File: src/hdl/ccn_pkg.sv
// Package for the composite number counter: widths, constants and payload types.
// No dependencies; imported by every module of the block.
package ccn_pkg;

  // Width of the tested number
  localparam int VALUE_WIDTH = 16;
  // Width of the input value field and of the running count field
  localparam int FIELD_W     = 16;
  localparam int COUNT_W     = 16;
  // Candidate divisor width: covers sqrt of the largest value plus one step
  localparam int D_W         = VALUE_WIDTH / 2 + 3;
  // Width of the candidate square
  localparam int SQ_W        = 2 * D_W;
  // Bit counter of the serial remainder unit
  localparam int CNT_W       = $clog2(VALUE_WIDTH);

  // Trial division constants
  localparam int FIRST_CAND  = 5;
  localparam int CAND_STEP   = 6;
  localparam int PAIR_GAP    = 2;
  localparam int SMALL_DIV   = 3;
  localparam int FIRST_SQ    = FIRST_CAND * FIRST_CAND;
  localparam int SQ_STEP     = CAND_STEP * CAND_STEP;
  localparam int SQ_LIN      = 2 * CAND_STEP;
  localparam int LARGEST_NON = 3;

  localparam logic [COUNT_W-1:0] COUNT_MAX = {COUNT_W{1'b1}};

  typedef struct packed {
    logic [FIELD_W-1:0] value;
    logic               restart;
  } in_item_t;

  typedef struct packed {
    logic               is_composite;
    logic [COUNT_W-1:0] running_count;
  } out_item_t;

  // Request to the serial remainder unit
  typedef struct packed {
    logic           start;
    logic [D_W-1:0] divisor;
  } rem_req_t;

  // Response from the serial remainder unit
  typedef struct packed {
    logic done;
    logic zero;
  } rem_rsp_t;

endpackage

File: src/hdl/ccn_rem.sv
// Bit-serial restoring remainder unit: one dividend bit per cycle.
// Depends on ccn_pkg for widths and the request/response structs.
module ccn_rem import ccn_pkg::*; (
  input  logic                   clk,
  input  logic                   rst_n,
  input  logic [VALUE_WIDTH-1:0] dividend,
  input  rem_req_t               req,
  output rem_rsp_t               rsp
);

  logic                   busy_r, busy_nxt;
  logic                   done_r, done_nxt;
  logic                   zero_r, zero_nxt;
  logic [CNT_W-1:0]       cnt_r, cnt_nxt;
  logic [VALUE_WIDTH-1:0] shift_r, shift_nxt;
  logic [D_W-1:0]         rem_r, rem_nxt;
  logic [D_W-1:0]         div_r, div_nxt;

  logic [D_W:0]           trial;
  logic [D_W:0]           diff;
  logic [D_W-1:0]         rem_step;
  logic                   last;

  // One restoring step: bring in the next dividend bit, subtract if it fits
  assign trial    = {rem_r, shift_r[VALUE_WIDTH-1]};
  assign diff     = trial - {1'b0, div_r};
  assign rem_step = (trial >= {1'b0, div_r}) ? diff[D_W-1:0] : trial[D_W-1:0];
  assign last     = (cnt_r == CNT_W'(VALUE_WIDTH - 1));

  always_comb begin
    busy_nxt  = busy_r;
    done_nxt  = 1'b0;
    zero_nxt  = zero_r;
    cnt_nxt   = cnt_r;
    shift_nxt = shift_r;
    rem_nxt   = rem_r;
    div_nxt   = div_r;
    if (req.start) begin
      // load a new division
      busy_nxt  = 1'b1;
      cnt_nxt   = '0;
      shift_nxt = dividend;
      rem_nxt   = '0;
      div_nxt   = req.divisor;
    end else if (busy_r) begin
      // advance one bit
      rem_nxt   = rem_step;
      shift_nxt = {shift_r[VALUE_WIDTH-2:0], 1'b0};
      cnt_nxt   = cnt_r + CNT_W'(1);
      if (last) begin
        busy_nxt = 1'b0;
        done_nxt = 1'b1;
        zero_nxt = (rem_step == '0);
      end
    end
  end

  always_ff @(posedge clk) begin
    if (!rst_n) begin
      busy_r <= 1'b0;
      done_r <= 1'b0;
      zero_r <= 1'b0;
      cnt_r  <= '0;
    end else begin
      busy_r <= busy_nxt;
      done_r <= done_nxt;
      zero_r <= zero_nxt;
      cnt_r  <= cnt_nxt;
    end
  end

  // Datapath registers hold no reset
  always_ff @(posedge clk) begin
    shift_r <= shift_nxt;
    rem_r   <= rem_nxt;
    div_r   <= div_nxt;
  end

  assign rsp.done = done_r;
  assign rsp.zero = zero_r;

endmodule

File: src/hdl/composite_number_counter.sv
// Top level of the composite number counter: trial division sequencer and count.
// Depends on ccn_pkg and the serial remainder unit ccn_rem.
//
//   channel | direction | payload     | handshake
//   in      | input     | in_item_t   | in_valid / in_stall
//   out     | output    | out_item_t  | out_valid / out_stall
//
// Values 0 to 3 and even values go from accept straight to the verdict; odd values
// first take the remainder by three, then the remainders by each 6k-1/6k+1 candidate
// pair from the bit-serial remainder unit, until a remainder is zero or the
// candidate squared passes the value.
// One item is in work at a time; a new one is taken while the last result waits.
// A stalled result holds; the verdict then waits until the output register frees.
// Synchronous active-low reset clears the state machine, valid and the count.
module composite_number_counter import ccn_pkg::*; (
  input  logic      clk,
  input  logic      rst_n,
  input  logic      in_valid,
  output logic      in_stall,
  input  in_item_t  in_data,
  output logic      out_valid,
  input  logic      out_stall,
  output out_item_t out_data
);

  typedef enum logic [2:0] {
    ST_IDLE,
    ST_DIV3,
    ST_CHK,
    ST_DIVA,
    ST_DIVB,
    ST_FIN
  } state_t;

  state_t                 state_r, state_nxt;
  logic [VALUE_WIDTH-1:0] n_r, n_nxt;
  logic                   restart_r, restart_nxt;
  logic                   comp_r, comp_nxt;
  logic [D_W-1:0]         d_r, d_nxt;
  logic [SQ_W-1:0]        sq_r, sq_nxt;
  logic [COUNT_W-1:0]     count_r, count_nxt;
  logic                   out_valid_r, out_valid_nxt;
  out_item_t              out_data_r, out_data_nxt;

  rem_req_t               rem_req;
  rem_rsp_t               rem_rsp;
  logic [VALUE_WIDTH-1:0] in_n;
  logic                   accept;
  logic                   out_free;
  logic [COUNT_W-1:0]     count_base;

  // The dividend is loaded with the start pulse, so take the value being latched
  ccn_rem u_rem (
    .clk      (clk),
    .rst_n    (rst_n),
    .dividend (n_nxt),
    .req      (rem_req),
    .rsp      (rem_rsp)
  );

  assign in_n     = VALUE_WIDTH'(in_data.value);
  assign accept   = in_valid && (state_r == ST_IDLE);
  assign out_free = !out_valid_r || !out_stall;
  // Restart clears the count before this transaction is counted
  assign count_base = restart_r ? '0 : count_r;

  always_comb begin
    state_nxt     = state_r;
    n_nxt         = n_r;
    restart_nxt   = restart_r;
    comp_nxt      = comp_r;
    d_nxt         = d_r;
    sq_nxt        = sq_r;
    count_nxt     = count_r;
    out_valid_nxt = out_valid_r;
    out_data_nxt  = out_data_r;
    rem_req       = '{start: 1'b0, divisor: d_r};

    // Drop the result once it is taken
    if (out_valid_r && !out_stall) begin
      out_valid_nxt = 1'b0;
    end

    case (state_r)
      ST_IDLE: begin
        if (accept) begin
          n_nxt       = in_n;
          restart_nxt = in_data.restart;
          if (in_n <= VALUE_WIDTH'(LARGEST_NON)) begin
            comp_nxt  = 1'b0;
            state_nxt = ST_FIN;
          end else if (!in_n[0]) begin
            comp_nxt  = 1'b1;
            state_nxt = ST_FIN;
          end else begin
            state_nxt = ST_DIV3;
          end
        end
      end
      ST_DIV3: begin
        // Wait for the remainder by three, started on the accept
        if (rem_rsp.done) begin
          if (rem_rsp.zero) begin
            comp_nxt  = 1'b1;
            state_nxt = ST_FIN;
          end else begin
            d_nxt     = D_W'(FIRST_CAND);
            sq_nxt    = SQ_W'(FIRST_SQ);
            state_nxt = ST_CHK;
          end
        end
      end
      ST_CHK: begin
        // Stop once the candidate squared passes the value
        if (sq_r > SQ_W'(n_r)) begin
          comp_nxt  = 1'b0;
          state_nxt = ST_FIN;
        end else begin
          rem_req   = '{start: 1'b1, divisor: d_r};
          state_nxt = ST_DIVA;
        end
      end
      ST_DIVA: begin
        if (rem_rsp.done) begin
          if (rem_rsp.zero) begin
            comp_nxt  = 1'b1;
            state_nxt = ST_FIN;
          end else begin
            rem_req   = '{start: 1'b1, divisor: d_r + D_W'(PAIR_GAP)};
            state_nxt = ST_DIVB;
          end
        end
      end
      ST_DIVB: begin
        if (rem_rsp.done) begin
          if (rem_rsp.zero) begin
            comp_nxt  = 1'b1;
            state_nxt = ST_FIN;
          end else begin
            // (d+6)^2 = d^2 + 12d + 36
            d_nxt     = d_r + D_W'(CAND_STEP);
            sq_nxt    = sq_r + SQ_W'(d_r) * SQ_W'(SQ_LIN) + SQ_W'(SQ_STEP);
            state_nxt = ST_CHK;
          end
        end
      end
      ST_FIN: begin
        // Hold the verdict until the output register is free
        if (out_free) begin
          if (comp_r && (count_base != COUNT_MAX)) begin
            count_nxt = count_base + COUNT_W'(1);
          end else begin
            count_nxt = count_base;
          end
          out_data_nxt.is_composite  = comp_r;
          out_data_nxt.running_count = (comp_r && (count_base != COUNT_MAX)) ?
                                       count_base + COUNT_W'(1) : count_base;
          out_valid_nxt = 1'b1;
          state_nxt     = ST_IDLE;
        end
      end
      default: begin
        state_nxt = ST_IDLE;
      end
    endcase

    // Kick off the division by three when leaving idle for it
    if ((state_r == ST_IDLE) && (state_nxt == ST_DIV3)) begin
      rem_req = '{start: 1'b1, divisor: D_W'(SMALL_DIV)};
    end
  end

  always_ff @(posedge clk) begin
    if (!rst_n) begin
      state_r     <= ST_IDLE;
      count_r     <= '0;
      out_valid_r <= 1'b0;
    end else begin
      state_r     <= state_nxt;
      count_r     <= count_nxt;
      out_valid_r <= out_valid_nxt;
    end
    n_r        <= n_nxt;
    restart_r  <= restart_nxt;
    comp_r     <= comp_nxt;
    d_r        <= d_nxt;
    sq_r       <= sq_nxt;
    out_data_r <= out_data_nxt;
  end

  assign in_stall  = (state_r != ST_IDLE);
  assign out_valid = out_valid_r;
  assign out_data  = out_data_r;

endmodule

File: config.mk
export PLATFORM = sky130hd
export DESIGN_NAME = composite_number_counter
export DESIGN_NICKNAME = d
export VERILOG_FILES = /design/src/hdl/ccn_pkg.sv /design/src/hdl/ccn_rem.sv /design/src/hdl/composite_number_counter.sv
export SDC_FILE = /design/constraint.sdc
export NUM_CORES = 1
export LEC_CHECK = 0
export BUFFER_PORTS_ARGS = -buffer_cell sky130_fd_sc_hd__clkbuf_2
export CAP_MARGIN = 20
export CORE_UTILIZATION = 62
export CTS_CLUSTER_DIAMETER = 40
export DETAILED_ROUTE_END_ITERATION = 7
export PLACE_DENSITY_LB_ADDON = 0.05
export REMOVE_ABC_BUFFERS = 1
export SYNTH_ARGS = -nofsm -noshare
export SYNTH_HDL_FRONTEND = slang
export SYNTH_SLANG_ARGS = --single-unit
File: constraint.sdc
create_clock -name clk -period 5.45 [get_ports clk]
set_input_delay 0.2725 -clock clk [delete_from_list [all_inputs] [get_ports clk]]
set_output_delay 0.2725 -clock clk [all_outputs]
set_load 0.02 [all_outputs]
---- After elaboration in Yosys (flattened, before gate mapping) ----
Cells that the tools add are included.
Widths: inputs -> output; s select.
storage, ports and cells
  logic and storage cells ................. 116
  flip-flop bits (word level) ............. 133
  input port bits ......................... 21
operators by class
  add/sub/neg operators ................... 7
  multipliers ............................. 1
  multiplexer cells ....................... 46
  reductions and logical operators ........ 22
  bitwise gates (word level) .............. 3
  $lt $le $gt $ge ......................... 3
  equal/unequal tests ..................... 17
operators by type and width
  operator               number
  $mux 16                6
  $mux 22                4
  $mux 11                5
  $mux 12                4
  $pmux 22 s2            1
  $mux 3                 8
  $pmux 12 s2            1
  $add 22x15->22         1
  $add 22x6->22 const B  1
  $gt 22x16->1           1
  $pmux 11 s2            1
  $add 16x1->16 const B  1
  $le 16x2->1 const B    1
  $ne 16x16->1 const B   1
  $pmux 3 s5             1
  $mux 1                 14
  $mul 11x2->13 const B  1
  $ge 12x11->1           1
  $add 11x2->11 const B  1
  $add 11x3->11 const B  1
  $logic_not 11->1       1
  $sub 11x11->11         1
  $ne 2x1->1 const B     4
  $ne 2x2->1 const B     4
  other kinds (20)       34

---- Depth between registers and ports, before layout ----
Gate-level depths: netlist of run 1.
  depth in word-level cells ............... 9
  depth in mapped cells ................... 18
  mapped depth without buffers ............ 18

---- Modules after synthesis ----
Synthesis of run 1 repeated with hierarchy kept, for this count alone.
unflattened totals
  cell total of the unflattened synthesis .. 865
  area total of the unflattened synthesis .. 8192.9 µm²
modules (own cells, without submodules)
  module                    area each (µm²)  cells each  instances
  composite_number_counter  5788.1           652         1
  ccn_rem                   2404.8           213         1

---- Least setup slack after synthesis of run 1 ----
No wires, ideal clock.
  path kind ............................... register -> register
  start ................................... reg d_r[1]
  end ..................................... reg sq_r[21] (data pin)
  arrival time ............................ 3.916 ns
  stages on the path, launching flop included .. 18
  setup slack ............................. 1.398 ns
  buffers on the path ..................... 1
  library setup time ...................... 0.135 ns
  required time ........................... 5.315 ns
  clock period less this slack ............ 4.052 ns
  path through ............................ edfxtp_1 -> clkbuf_1 -> inv_1 -> ha_1 -> a21oi_1 -> o21bai_1 -> a21o_1 -> a21oi_1 -> o21ai_0 -> a311oi_1 -> ha_1 -> ha_1 -> a21o_1 -> a21o_1 -> a21oi_1 -> a21boi_1 -> or4b_1 -> nand3_1
on the way
  longest elaborated chain between the ends .. 6
RTL lines
  what                      RTL line                         source
  start: declaration        composite_number_counter.sv:39   logic [D_W-1:0] d_r, d_nxt;
  start signal: assignment  composite_number_counter.sv:186  d_r <= d_nxt;
  $mul 11x2->13             composite_number_counter.sv:142  sq_nxt = sq_r + SQ_W'(d_r) * SQ_W'(SQ_LIN) + SQ_W'(SQ_STEP);
  $add 22x15->22            composite_number_counter.sv:142
  $add 22x6->22             composite_number_counter.sv:142
  $mux 22                   composite_number_counter.sv:136  if (rem_rsp.zero) begin
  $mux 22                   composite_number_counter.sv:135  if (rem_rsp.done) begin
  $pmux 22 s2               composite_number_counter.sv:84   case (state_r)
  end signal: assignment    composite_number_counter.sv:187  sq_r <= sq_nxt;
  end: declaration          composite_number_counter.sv:40   logic [SQ_W-1:0] sq_r, sq_nxt;
Every way passes these cells. The select of a mux whose other input is x is not followed.
A chain may end at the register's enable or synchronous reset.

---- Final worst setup path of run 1 ----
Same ends and word-level chain as after synthesis.

==> results of run 1 <==
==> flip-flops by register name, summed over array words and instances (netlist names) <==
signal	cells
comp_r	1
count_r	16
d_r	10
n_r	16
out_data	17
out_valid	1
restart_r	1
sq_r	19
state_r	3
u_rem.busy_r	1
u_rem.cnt_r	4
u_rem.div_r	10
u_rem.done_r	1
u_rem.rem_r	11
u_rem.shift_r	16
u_rem.zero_r	1
==> cells in the mapped netlist (9+ instances only) <==
cell	instances	share of area [%]
nor2_1	91	4.3
edfxtp_1	74	28
nand2_1	69	3.3
ha_1	63	9.9
dfxtp_1	54	14
inv_1	49	2.3
o21ai_0	42	2.6
a21oi_1	36	2.3
xnor2_1	30	3.3
nand3_1	27	1.7
xor2_1	25	2.8
clkbuf_1	19	0.90
mux2_2	19	2.7
nor3_1	19	1.2
a21o_1	18	1.7
mux2i_1	16	2.0
nand4_1	16	1.3
nor2b_1	16	1.3
and3_1	10	0.79
nor4_1	9	0.71
==> cell usage in the layout, fill, tap and decap left out, types with 7 or more instances in the layout <==
cell type  instances
a211oi_1           7
a21o_1            18
a21oi_1           36
and3_1            10
clkbuf_16         20
clkbuf_2          39
dfxtp_1           54
edfxtp_1          74
ha_1              63
inv_1             49
mux2_2            19
mux2i_1           16
nand2_1           69
nand3_1           27
nand4_1           16
nor2_1            91
nor2b_1           16
nor3_1            18
nor4_1             9
o21ai_0           42
xnor2_1           30
xor2_1            25
==> routing by layer <==
metal	up-vias	track usage [%]	part of all wire [%]	routed length [um]
met1	2874	32.48	43	7287
met5	-	0	0	0
met4	0	11.77	2.2	373
li1	3058	-	-	-
met3	33	6.115	4.8	798
met2	163	46.67	50	8320
==> layout make-up <==
type / instances / share of cell area [%]
multi-input combinational: 624 / 48.61
sequential: 128 / 37.38
clock buffer: 25 / 5.990
timing repair buffer: 42 / 2.464
tap: 168 / 2.379
inverter: 50 / 2.124
clock inverter: 7 / 1.048
==> worst max-delay path by stage <==
stage / cells past startpoint / startpoint / endpoint / slack (ns)
5_1_grt: 17 / d_r[1] / sq_r[21] / 0.75
3_3_place_gp: 17 / d_r[1] / sq_r[21] / 1.31
3_5_place_dp: 16 / d_r[1] / sq_r[21] / 1.11
2_1_floorplan: 17 / d_r[1] / sq_r[21] / 1.46
4_1_cts: 17 / d_r[1] / sq_r[21] / 1.06
6_report: 16 / d_r[1] / sq_r[21] / 1.04
==> power groups by stage <==
stage	combinational, W	clock (W)	sequential (W)
finish	0.000644	0.00118	0.00118
CTS	0.000642	0.00120	0.00118
global placement	0.000610	0	0.00119
detailed placement	0.000639	0	0.00120
global route	0.000716	0.00123	0.00119
floorplan	0.000502	0	0.00118
==> kinds of logic after synthesis <==
family	synth area share (%)
compound gates	13.43
xor+xnor	6.069
fa+ha+maj	10.69
buf+inv	4.335
flops	41.61
mux	4.713
simple gates	19.15
==> worst register-to-register path, delay by kind of cell, from the launching register on <==
kind | cells | cell delay, ns
AOI/OAI and AO/OA | 10 | 1.88
adders and majority gates | 3 | 1.01
and+or+nand+nor | 2 | 0.63
DFF | 1 | 0.60
buffers and inverters | 1 | 0.15
==> through the flow <==
step,setup slack [ns],total power (W),utilization (%),hold slack [ns]
global route,0.7489,0.003132,72.06,0.01267
detailed placement,1.109,0.001835,66.99,0.4511
finish,1.041,0.003005,72.06,0.02721
global placement,1.307,0.001802,66.99,0.4492
CTS,1.059,0.003015,72.06,0.01380
floorplan,1.464,0.001679,-,0.3714
==> summary.md, run 1 <==
| Metric | Value |
|---|---|
| Result of the run | `finished, final reports clean` |
| Maximum achievable frequency | `0.2268 GHz` |
| Fraction of final layout cells with drive strength greater than 1 | `12.10%` |
| Start point of the worst min-delay path | `in_data[0]` |
| CTS resizes | `0` |
| Fill cell instance count of the final layout | `890` |
| Count of non-filler cells in the finished layout | `1044` |
| Cell with the largest stage delay on the worst path | `edfxtp_1` |
| Number of cells produced by synthesis | `838` |
| Cell at the root of the clock tree | `clkbuf_16` |
| Endpoint class of the critical path | `flip-flop` |
| Last weighted congestion value of the routability-driven placer | `0.8981` |
| Antenna Violating Nets Remaining | `0` |
| Rows | `40` |
| Aggregate global-route resource usage | `27.07%` |
| HPWL Detailed | `11840 um` |
| Fin Setup TNS | `0 ns` |
| Fraction of power spent switching nets | `28.44%` |
| Logic gate share of total power | `21.4%` |
| Average cell area after synthesis | `9.472 um^2` |
| Cell Area, Synth | `7938 um^2` |
| DRT Pass-1 Iters | `5` |
| Residual DRC count | `0` |
| Maximum fanout along the worst path | `11` |
| RSZ-0062 raised after global routing | `no` |
| Number of storage elements in the synthesis netlist | `128` |
| List of cells traversed by the critical path | `inv_1 > ha_1 > a21oi_1 > o21bai_1 > a21o_1 > a21oi_1 > o21ai_0 > a311oi_1 > ha_1 > ha_1 > a21o_1 > a21o_1 > a21oi_1 > a21boi_1 > or4b_1 > nand3_1` |
| Hold buffer count at CTS | `0` |
| Post-synth EDFFs | `74` |
| Area of the core | `12260 um^2` |
| Sequential fraction of design power | `39.2%` |
| Pin count of the biggest net entering global routing | `34` |
| Number of clock sinks seen by CTS | `128` |
| Routed wire length | `16780 um` |
| Post-Route Skew | `0.009053 ns` |
| Count of endpoints failing hold in the final timing report | `0` |
| Clock Tree Buf Depth | `2` |
| Area post-placement | `8214 um^2` |
| Total via count in the routed design | `6128` |
| Capture point of the worst reg-to-reg path | `sq_r[21]` |
| Area of combinational cells with multiple inputs | `4295 um^2` |
| # Post-CTS Setup Buffers | `0` |
| CTS tree | `yes` |
| Int Power | `0.002150 W` |
| Nets@finish | `950` |
| Num CTS Buffers | `17` |
| Initial Util | `64.73%` |
| Category of cells accounting for the largest share of critical-path delay | `compound AO/OA/AOI/OAI gates` |
| Number of slew-limit violations in the final report | `0` |
| CP arrival | `4.69 ns` |
| Leading register cell type out of synthesis | `edfxtp_1` |
| Critical Path Max Stage Delay | `0.60 ns` |
| Total overflow reported by the global router | `0` |
| IR drop worst, VDD | `0.2198 mV` |
| Hold WC Path Type | `in2reg` |
| Area added between synthesis and finish | `11.32%` |
| Time the final worst path needs with I/O delays and setup | `4.409 ns` |
| Via density | `5.870` |
| Final worst-path cycle share | `80.90%` |
| Wire length of the first global-routing pass | `27810 um` |
| Leakage | `3.592 nW` |
| Critical path class | `reg2reg` |
| Clock insertion delay at the later pin of the skew report | `0.42 ns` |
| Worst Hold Depth | `1` |
| Antenna fix cells | `0` |
| Share of async-settable or async-resettable flops after synthesis | `0%` |
| Antenna violations before repair | `0` |
| Setup violation total in the final timing report | `0` |
| Detailed Route Iter0 Violations | `457` |
| Proportion of synthesized chip area in sequential cells | `41.61%` |
| Startpoint class of the critical path | `flip-flop` |
| Number of unique standard cell types used by synthesis | `76` |
| Slew at the pin closest to its max-slew limit | `1.014 ns` |
| Worst reg-to-reg path cell count | `16` |
| Power per unit of standard cell area | `340.1 nW/um^2` |
| Psw | `0.0008544 W` |
| Die extent in x | `115.2 um` |
| Placed Cells incl. Taps | `1012` |
| Critical Path RT | `5.73 ns` |
| Max-cap violations | `0` |
| Clk pwr share | `39.4%` |
| Clock-pin slew of the registers on the worst-case setup and hold paths | `0.06 ns` |
| IO Count | `40` |
| Slew Limit Headroom | `32.18%` |
| H-tree depth | `4` |
| Critical path buffers and inverters | `1` |
| Die area | `13260 um^2` |
| Yosys Warn Count | `0` |
| Design Area, Final | `8836 um^2` |
| Worst hold path endpoint | `restart_r` |
| Routed wirelength normalized by instance count | `16.07 um` |
| Buffers on Ports | `39` |
| R2R Setup Slk | `1.04 ns` |
| Crit Reg-Reg Startpoint | `d_r[1]` |
| Height of the chip | `115.2 um` |
| Number of global-route vias before repair | `5989` |
| Storage cell area | `3303 um^2` |
(Power assumes the default switching activity.)
==> run 2: changes to the inputs <==
==> constraint.sdc (replaced) <==
create_clock -name clk -period 4.2 [get_ports clk]
set_input_delay 0.21 -clock clk [delete_from_list [all_inputs] [get_ports clk]]
set_output_delay 0.21 -clock clk [all_outputs]
set_load 0.02 [all_outputs]
==> summary.md, run 2 (synthesis gave the netlist of run 1 again) <==
| Metric | Value |
|---|---|
| Result of the run | `finished, final reports clean` |
| H-tree depth | `4 (unchanged)` |
| Startpoint class of the critical path | `flip-flop` |
| IR drop worst, VDD | `0.2940 mV (+34%)` |
| Fraction of final layout cells with drive strength greater than 1 | `15.01% (+2.9 points)` |
| CTS tree | `yes` |
| Critical path class | `reg2reg` |
| Wire length of the first global-routing pass | `28350 um (+2.0%)` |
| Post-layout utilization of the core | `73.14% (+1.1 points)` |
| Time the final worst path needs with I/O delays and setup | `4.086 ns (-0.3227 ns)` |
| Last weighted congestion value of the routability-driven placer | `0.9039 (+0.65%)` |
| Critical Path Max Stage Delay | `0.53 ns (-0.07 ns)` |
| Residual DRC count | `0 (unchanged)` |
| Category of cells accounting for the largest share of critical-path delay | `compound AO/OA/AOI/OAI gates` |
| Initial Util | `64.73% (unchanged)` |
| Total via count in the routed design | `6260 (+2.2%)` |
| Count of non-filler cells in the finished layout | `1061 (+1.6%)` |
| Hold WC Path Type | `in2reg` |
| Area of the core | `12260 um^2 (unchanged)` |
| Max-cap violations | `0 (unchanged)` |
| Antenna Violating Nets Remaining | `0 (unchanged)` |
| Met3 track demand over resource | `5.061% (-1.1 points)` |
| Largest register by flop count | `sq_r` |
| Height of the chip | `115.2 um (unchanged)` |
| Total overflow reported by the global router | `0 (unchanged)` |
| Number of global-route vias before repair | `6029 (+0.67%)` |
| Setup violation total in the final timing report | `0 (unchanged)` |
| Number of slew-limit violations in the final report | `0 (unchanged)` |
| Rows | `40 (unchanged)` |
| Aggregate global-route resource usage | `27.82% (+0.75 points)` |
| Antenna fix cells | `0 (unchanged)` |
| Critical path buffers and inverters | `1 (unchanged)` |
| Detailed Route Iter0 Violations | `481 (+5.3%)` |
| Clock Tree Buf Depth | `2 (unchanged)` |
| Cell at the root of the clock tree | `clkbuf_16` |
| Commonest cells after routing, fill and taps aside | `90 x nor2_1, 74 x edfxtp_1, 69 x nand2_1, 63 x ha_1, 54 x dfxtp_1` |
| Buffers on Ports | `39 (unchanged)` |
| Power per unit of standard cell area | `426.4 nW/um^2 (+25%)` |
| Min Hold Slack | `0.03533 ns (+0.008112 ns)` |
| Leakage | `3.661 nW (+1.9%)` |
| Nets@finish | `967 (+1.8%)` |
| Maximum achievable frequency | `0.2447 GHz (+7.9%)` |
| Die area | `13260 um^2 (unchanged)` |
| IO Count | `40 (unchanged)` |
| HPWL Detailed | `12040 um (+1.8%)` |
| Routed wirelength normalized by instance count | `16.18 um (+0.69%)` |
| Most frequent cell on the critical path | `a21o_1` |
| Pin count of the biggest net entering global routing | `33 (-2.9%)` |
| Final worst-path cycle share | `97.29% (+16 points)` |
| Post-Route Skew | `0.01088 ns (+0.001830 ns)` |
| Met1 Track Usage GR | `33.79% (+1.3 points)` |
| Routed wire length | `17170 um (+2.3%)` |
| Placed Cells incl. Taps | `1021 (+0.89%)` |
| Slew at the pin closest to its max-slew limit | `1.006 ns (-0.007443 ns)` |
| Die extent in x | `115.2 um (unchanged)` |
| Clock insertion delay at the later pin of the skew report | `0.43 ns (about the same)` |
| Leading cell type in the layout, fill and taps excluded | `nor2_1` |
| List of cells traversed by the critical path | `buf_4 > ha_1 > nor2_1 > o21bai_1 > a21o_1 > a21o_1 > a41o_1 > nor2_2 > xnor2_1 > ha_1 > ha_1 > a21o_1 > a21o_1 > a21o_1 > a21oi_2 > a21boi_4 > or4b_4 > nand3_2` |
| Critical Path RT | `4.49 ns (-1.24 ns)` |
| PnR Total Power | `0.003824 W (+27%)` |
| Maximum fanout along the worst path | `7 (-4)` |
| Count of endpoints failing hold in the final timing report | `0 (unchanged)` |
| Number of clock sinks seen by CTS | `128 (unchanged)` |
| Endpoint class of the critical path | `flip-flop` |
| Largest register FFs | `19 (unchanged)` |
| Cell with the largest stage delay on the worst path | `or4b_4` |
| Num CTS Buffers | `17 (unchanged)` |
| Highest-utilization routing layer at the global route stage | `met2` |
| Clock-pin slew of the registers on the worst-case setup and hold paths | `0.06 ns (about the same)` |
| CP arrival | `4.38 ns (-0.31 ns)` |
| DRT Pass-1 Iters | `5 (unchanged)` |
| Via density | `5.900 (+0.52%)` |
| Area added between synthesis and finish | `12.99%` |
| Slew Limit Headroom | `32.68% (+0.50 points)` |
| M2 GR Usage | `47.59% (+0.92 points)` |
| Antenna violations before repair | `0 (unchanged)` |
## run 2: layout make-up
class                   count  area, um^2
clock buffers              18       450.4
well taps                 168       210.2
multi-input cells         624        4339
flip-flops and latches    128        3303
fillers                   882        3293
clock inverters            14       130.1
repair buffers             59       347.8
inverters                  50       187.7
## run 2: through the flow
stage	setup TNS [ns]	instance area [um^2]	setup WS, ns
2_1_floorplan	0	7781	0.2138
3_3_place_gp	0	8282	0.1727
3_5_place_dp	-0.003332	8282	-0.003332
4_1_cts	0	8910	0.002061
5_1_grt	-0.01607	8969	-0.01607
6_report	0	8969	0.1139
## run 2: layer usage
layer	share of wire [%]	wire [um]
met5	0	0
met4	2.8	486
met3	3.8	654
met2	50	8581
met1	43	7448
## run 2: worst paths after layout
| path | to | startpoint | depth (start not counted) | slack [ns] |
|---|---|---|---|---|
| worst max-delay path | sq_r[21] | d_r[1] | 18 | 0.11 |
| worst min-delay path | n_r[1] | in_data[2] | 2 | 0.04 |
| worst max register to register | sq_r[21] | d_r[1] | 18 | 0.11 |
| worst min register to register | u_rem.rem_r[10] | u_rem.rem_r[10] | 2 | 0.50 |
## run 2: timing repair
item                                    in CTS  in global routing
hold buffers                                 1                  0
pin swaps                                    0                 12
resized for setup                            0                 12
cloned                                       0                  0
setup buffers                                5                  2
hold endpoints to repair                     1                  0
endpoints found under the setup margin       1                  4
## run 2: power by group
group / leakage [nW] / internal, W / switching (W)
clock: 0.274 / 0.000853 / 0.000587
combinational: 2.25 / 0.000366 / 0.000492
sequential: 1.14 / 0.00144 / 0.0000847
total: 3.66 / 0.00266 / 0.00116
==> run 3: changes to the inputs <==
--- a/config.mk
+++ b/config.mk
@@ -7,9 +7,11 @@
 export LEC_CHECK = 0
 export BUFFER_PORTS_ARGS = -buffer_cell sky130_fd_sc_hd__clkbuf_2
 export CAP_MARGIN = 20
-export CORE_UTILIZATION = 62
+export CORE_UTILIZATION = 64
+export CTS_BUF_LIST = sky130_fd_sc_hd__clkbuf_2
 export CTS_CLUSTER_DIAMETER = 40
 export DETAILED_ROUTE_END_ITERATION = 7
+export HOLD_SLACK_MARGIN = 0.05
 export PLACE_DENSITY_LB_ADDON = 0.05
 export REMOVE_ABC_BUFFERS = 1
 export SYNTH_ARGS = -nofsm -noshare
==> summary.md, run 3 (synthesis gave the netlist of run 1 again) <==
| Metric | Value |
|---|---|
| Power per unit of standard cell area | `371.6 nW/um^2 (-13%)` |
| Min Hold Slack | `0.1917 ns (+0.1564 ns)` |
| Worst hold path endpoint | `restart_r` |
| Leading cell type in the layout, fill and taps excluded | `nor2_1` |
| Area added between synthesis and finish | `11.74%` |
| Initial Util | `65.81% (+1.1 points)` |
| PnR Total Power | `0.003296 W (-14%)` |
| Antenna violations before repair | `0 (unchanged)` |
| IO Count | `40 (unchanged)` |
| Result of the run | `finished, final reports clean` |
| Clock-pin slew of the registers on the worst-case setup and hold paths | `0.23 ns (+0.17 ns)` |
| Clock Tree Buf Depth | `2 (unchanged)` |
| Start point of the worst min-delay path | `in_data[0]` |
| Wire length of the first global-routing pass | `28610 um (+0.92%)` |
| Die extent in x | `113.4 um (-1.6%)` |
| Worst reg-to-reg path cell count | `17 (-1)` |
| Maximum achievable frequency | `0.2421 GHz (-1.1%)` |
| Area of the core | `12060 um^2 (-1.6%)` |
| HPWL Detailed | `12210 um (+1.4%)` |
| Last weighted congestion value of the routability-driven placer | `0.8822 (-2.4%)` |
| Count of endpoints failing hold in the final timing report | `0 (unchanged)` |
| Residual DRC count | `0 (unchanged)` |
| Largest register FFs | `19 (unchanged)` |
| Slew Limit Headroom | `31.41% (-1.3 points)` |
| Critical path class | `reg2reg` |
| CP arrival | `4.74 ns (+0.36 ns)` |
| Worst Hold Depth | `2 (unchanged)` |
| Slew at the pin closest to its max-slew limit | `1.025 ns (+0.01888 ns)` |
| Hold WC Path Type | `in2reg` |
| Nets@finish | `989 (+2.3%)` |
| Cell at the root of the clock tree | `clkbuf_2` |
| Pin count of the biggest net entering global routing | `34 (+3.0%)` |
| Count of non-filler cells in the finished layout | `1083 (+2.1%)` |
| Max-cap violations | `0 (unchanged)` |
| Routed wire length | `17370 um (+1.1%)` |
| R2R Setup Slk | `0.07 ns (-0.04 ns)` |
| Storage cell area | `3303 um^2 (unchanged)` |
| Detailed Route Iter0 Violations | `341 (-29%)` |
| Startpoint class of the critical path | `flip-flop` |
| Worst setup slack after layout | `0.06981 ns (-0.04408 ns)` |
| Number of global-route vias before repair | `6140 (+1.8%)` |
| Fill cell instance count of the final layout | `865 (-1.9%)` |
| Final worst-path cycle share | `98.34% (+1.0 points)` |
| Number of slew-limit violations in the final report | `0 (unchanged)` |
| Num CTS Buffers | `17 (unchanged)` |
| Total overflow reported by the global router | `0 (unchanged)` |
| Routed wirelength normalized by instance count | `16.03 um (-0.92%)` |
| Fraction of final layout cells with drive strength greater than 1 | `14.64% (-0.36 points)` |
| Die area | `12850 um^2 (-3.1%)` |
| Post-Route Skew | `0.03284 ns (+0.02196 ns)` |
| DRT Pass-1 Iters | `5 (unchanged)` |
| Placed Cells incl. Taps | `1022 (+0.098%)` |
| Leakage | `3.636 nW (-0.69%)` |
| Maximum fanout along the worst path | `5 (-2)` |
| Setup violation total in the final timing report | `0 (unchanged)` |
| Via density | `5.838 (-1.0%)` |
| Capture point of the worst reg-to-reg path | `sq_r[21]` |
| Rows | `40 (unchanged)` |
| Largest register by flop count | `sq_r` |
| Commonest cells after routing, fill and taps aside | `90 x nor2_1, 74 x edfxtp_1, 69 x nand2_1, 63 x ha_1, 56 x clkbuf_2` |
| Dpl ws | `0.01080 ns (+0.01413 ns)` |
| Antenna Violating Nets Remaining | `0 (unchanged)` |
| Aggregate global-route resource usage | `28.33% (+0.51 points)` |
| CTS tree | `yes` |
| Number of clock sinks seen by CTS | `128 (unchanged)` |
| Antenna fix cells | `0 (unchanged)` |
| Crit Reg-Reg Startpoint | `d_r[1]` |
| IR drop worst, VDD | `0.2540 mV (-14%)` |
| Critical Path RT | `4.81 ns (+0.32 ns)` |
| Area of combinational cells with multiple inputs | `4317 um^2 (-0.52%)` |
| Height of the chip | `113.4 um (-1.6%)` |
| Time the final worst path needs with I/O delays and setup | `4.130 ns (+0.04408 ns)` |
| H-tree depth | `4 (unchanged)` |
| Endpoint class of the critical path | `flip-flop` |
| Total via count in the routed design | `6323 (+1.0%)` |
| Buffers on Ports | `39 (unchanged)` |
| Clock insertion delay at the later pin of the skew report | `0.73 ns (+0.30 ns)` |
## run 3: how the worst max path moves through the flow
stage / startpoint / end / slack, ns / depth (start not counted)
final: d_r[1] / sq_r[21] / 0.07 / 17
after global routing: d_r[1] / sq_r[21] / -0.10 / 17
after CTS: d_r[3] / sq_r[21] / 0.002 / 16
after detailed placement: d_r[1] / sq_r[21] / 0.01 / 17
after global placement: d_r[1] / sq_r[21] / 0.21 / 17
after floorplan: d_r[1] / sq_r[21] / 0.21 / 17
## run 3: area by class of cell
cell class / instances / area share, %
clock inverters: 15 / 2.257
inverters: 50 / 2.116
well taps: 168 / 2.370
clock buffers: 17 / 0.9592
repair buffers: 81 / 6.390
flip-flops and latches: 128 / 37.24
multi-input cells: 624 / 48.67
## run 3: critical path, cell delays in order, from the launching register on
cell      delay [ns]
edfxtp_1        0.50
inv_1           0.10
ha_1            0.32
a21oi_1         0.18
o21bai_1        0.10
a21o_1          0.21
a21oi_2         0.18
o21ai_1         0.11
nor4_1          0.31
a311oi_1        0.09
ha_1            0.29
ha_1            0.34
a21o_1          0.20
a21o_1          0.19
a21oi_2         0.15
a21boi_2        0.10
or4b_4          0.53
nand3_1         0.11
## run 3: power by group
| part | internal [W] | leakage [nW] | switching (W) |
|---|---|---|---|
| logic | 0.000377 | 2.34 | 0.000506 |
| clock network | 0.000355 | 0.162 | 0.000533 |
| registers | 0.00144 | 1.14 | 0.0000853 |
| total | 0.00217 | 3.64 | 0.00112 |
## run 3: repair_timing
action / 4_1_cts / 5_1_grt
gates resized for setup: 0 / 8
endpoints found under the setup margin: 1 / 4
buffers inserted: 1 / 7
hold buffers: 21 / 0
pin swaps: 0 / 9
hold endpoints to repair: 52 / 0
## run 3: per-layer routing
metal	vias to the layer above	track usage (%)	routed length [um]
met4	0	9.649	349
met1	2985	33.47	7433
met2	158	51.49	8946
met3	39	5.356	635
met5	-	0	0
li1	3141	-	-
## run 3: metrics by stage
step           setup TNS, ns  area [um^2]  util [%]
2_1_floorplan              0         7781         -
4_1_cts                    0         8792     72.89
3_3_place_gp               0         8289     68.72
5_1_grt              -0.1690         8870     73.54
3_5_place_dp               0         8289     68.72
6_report                   0         8870     73.54
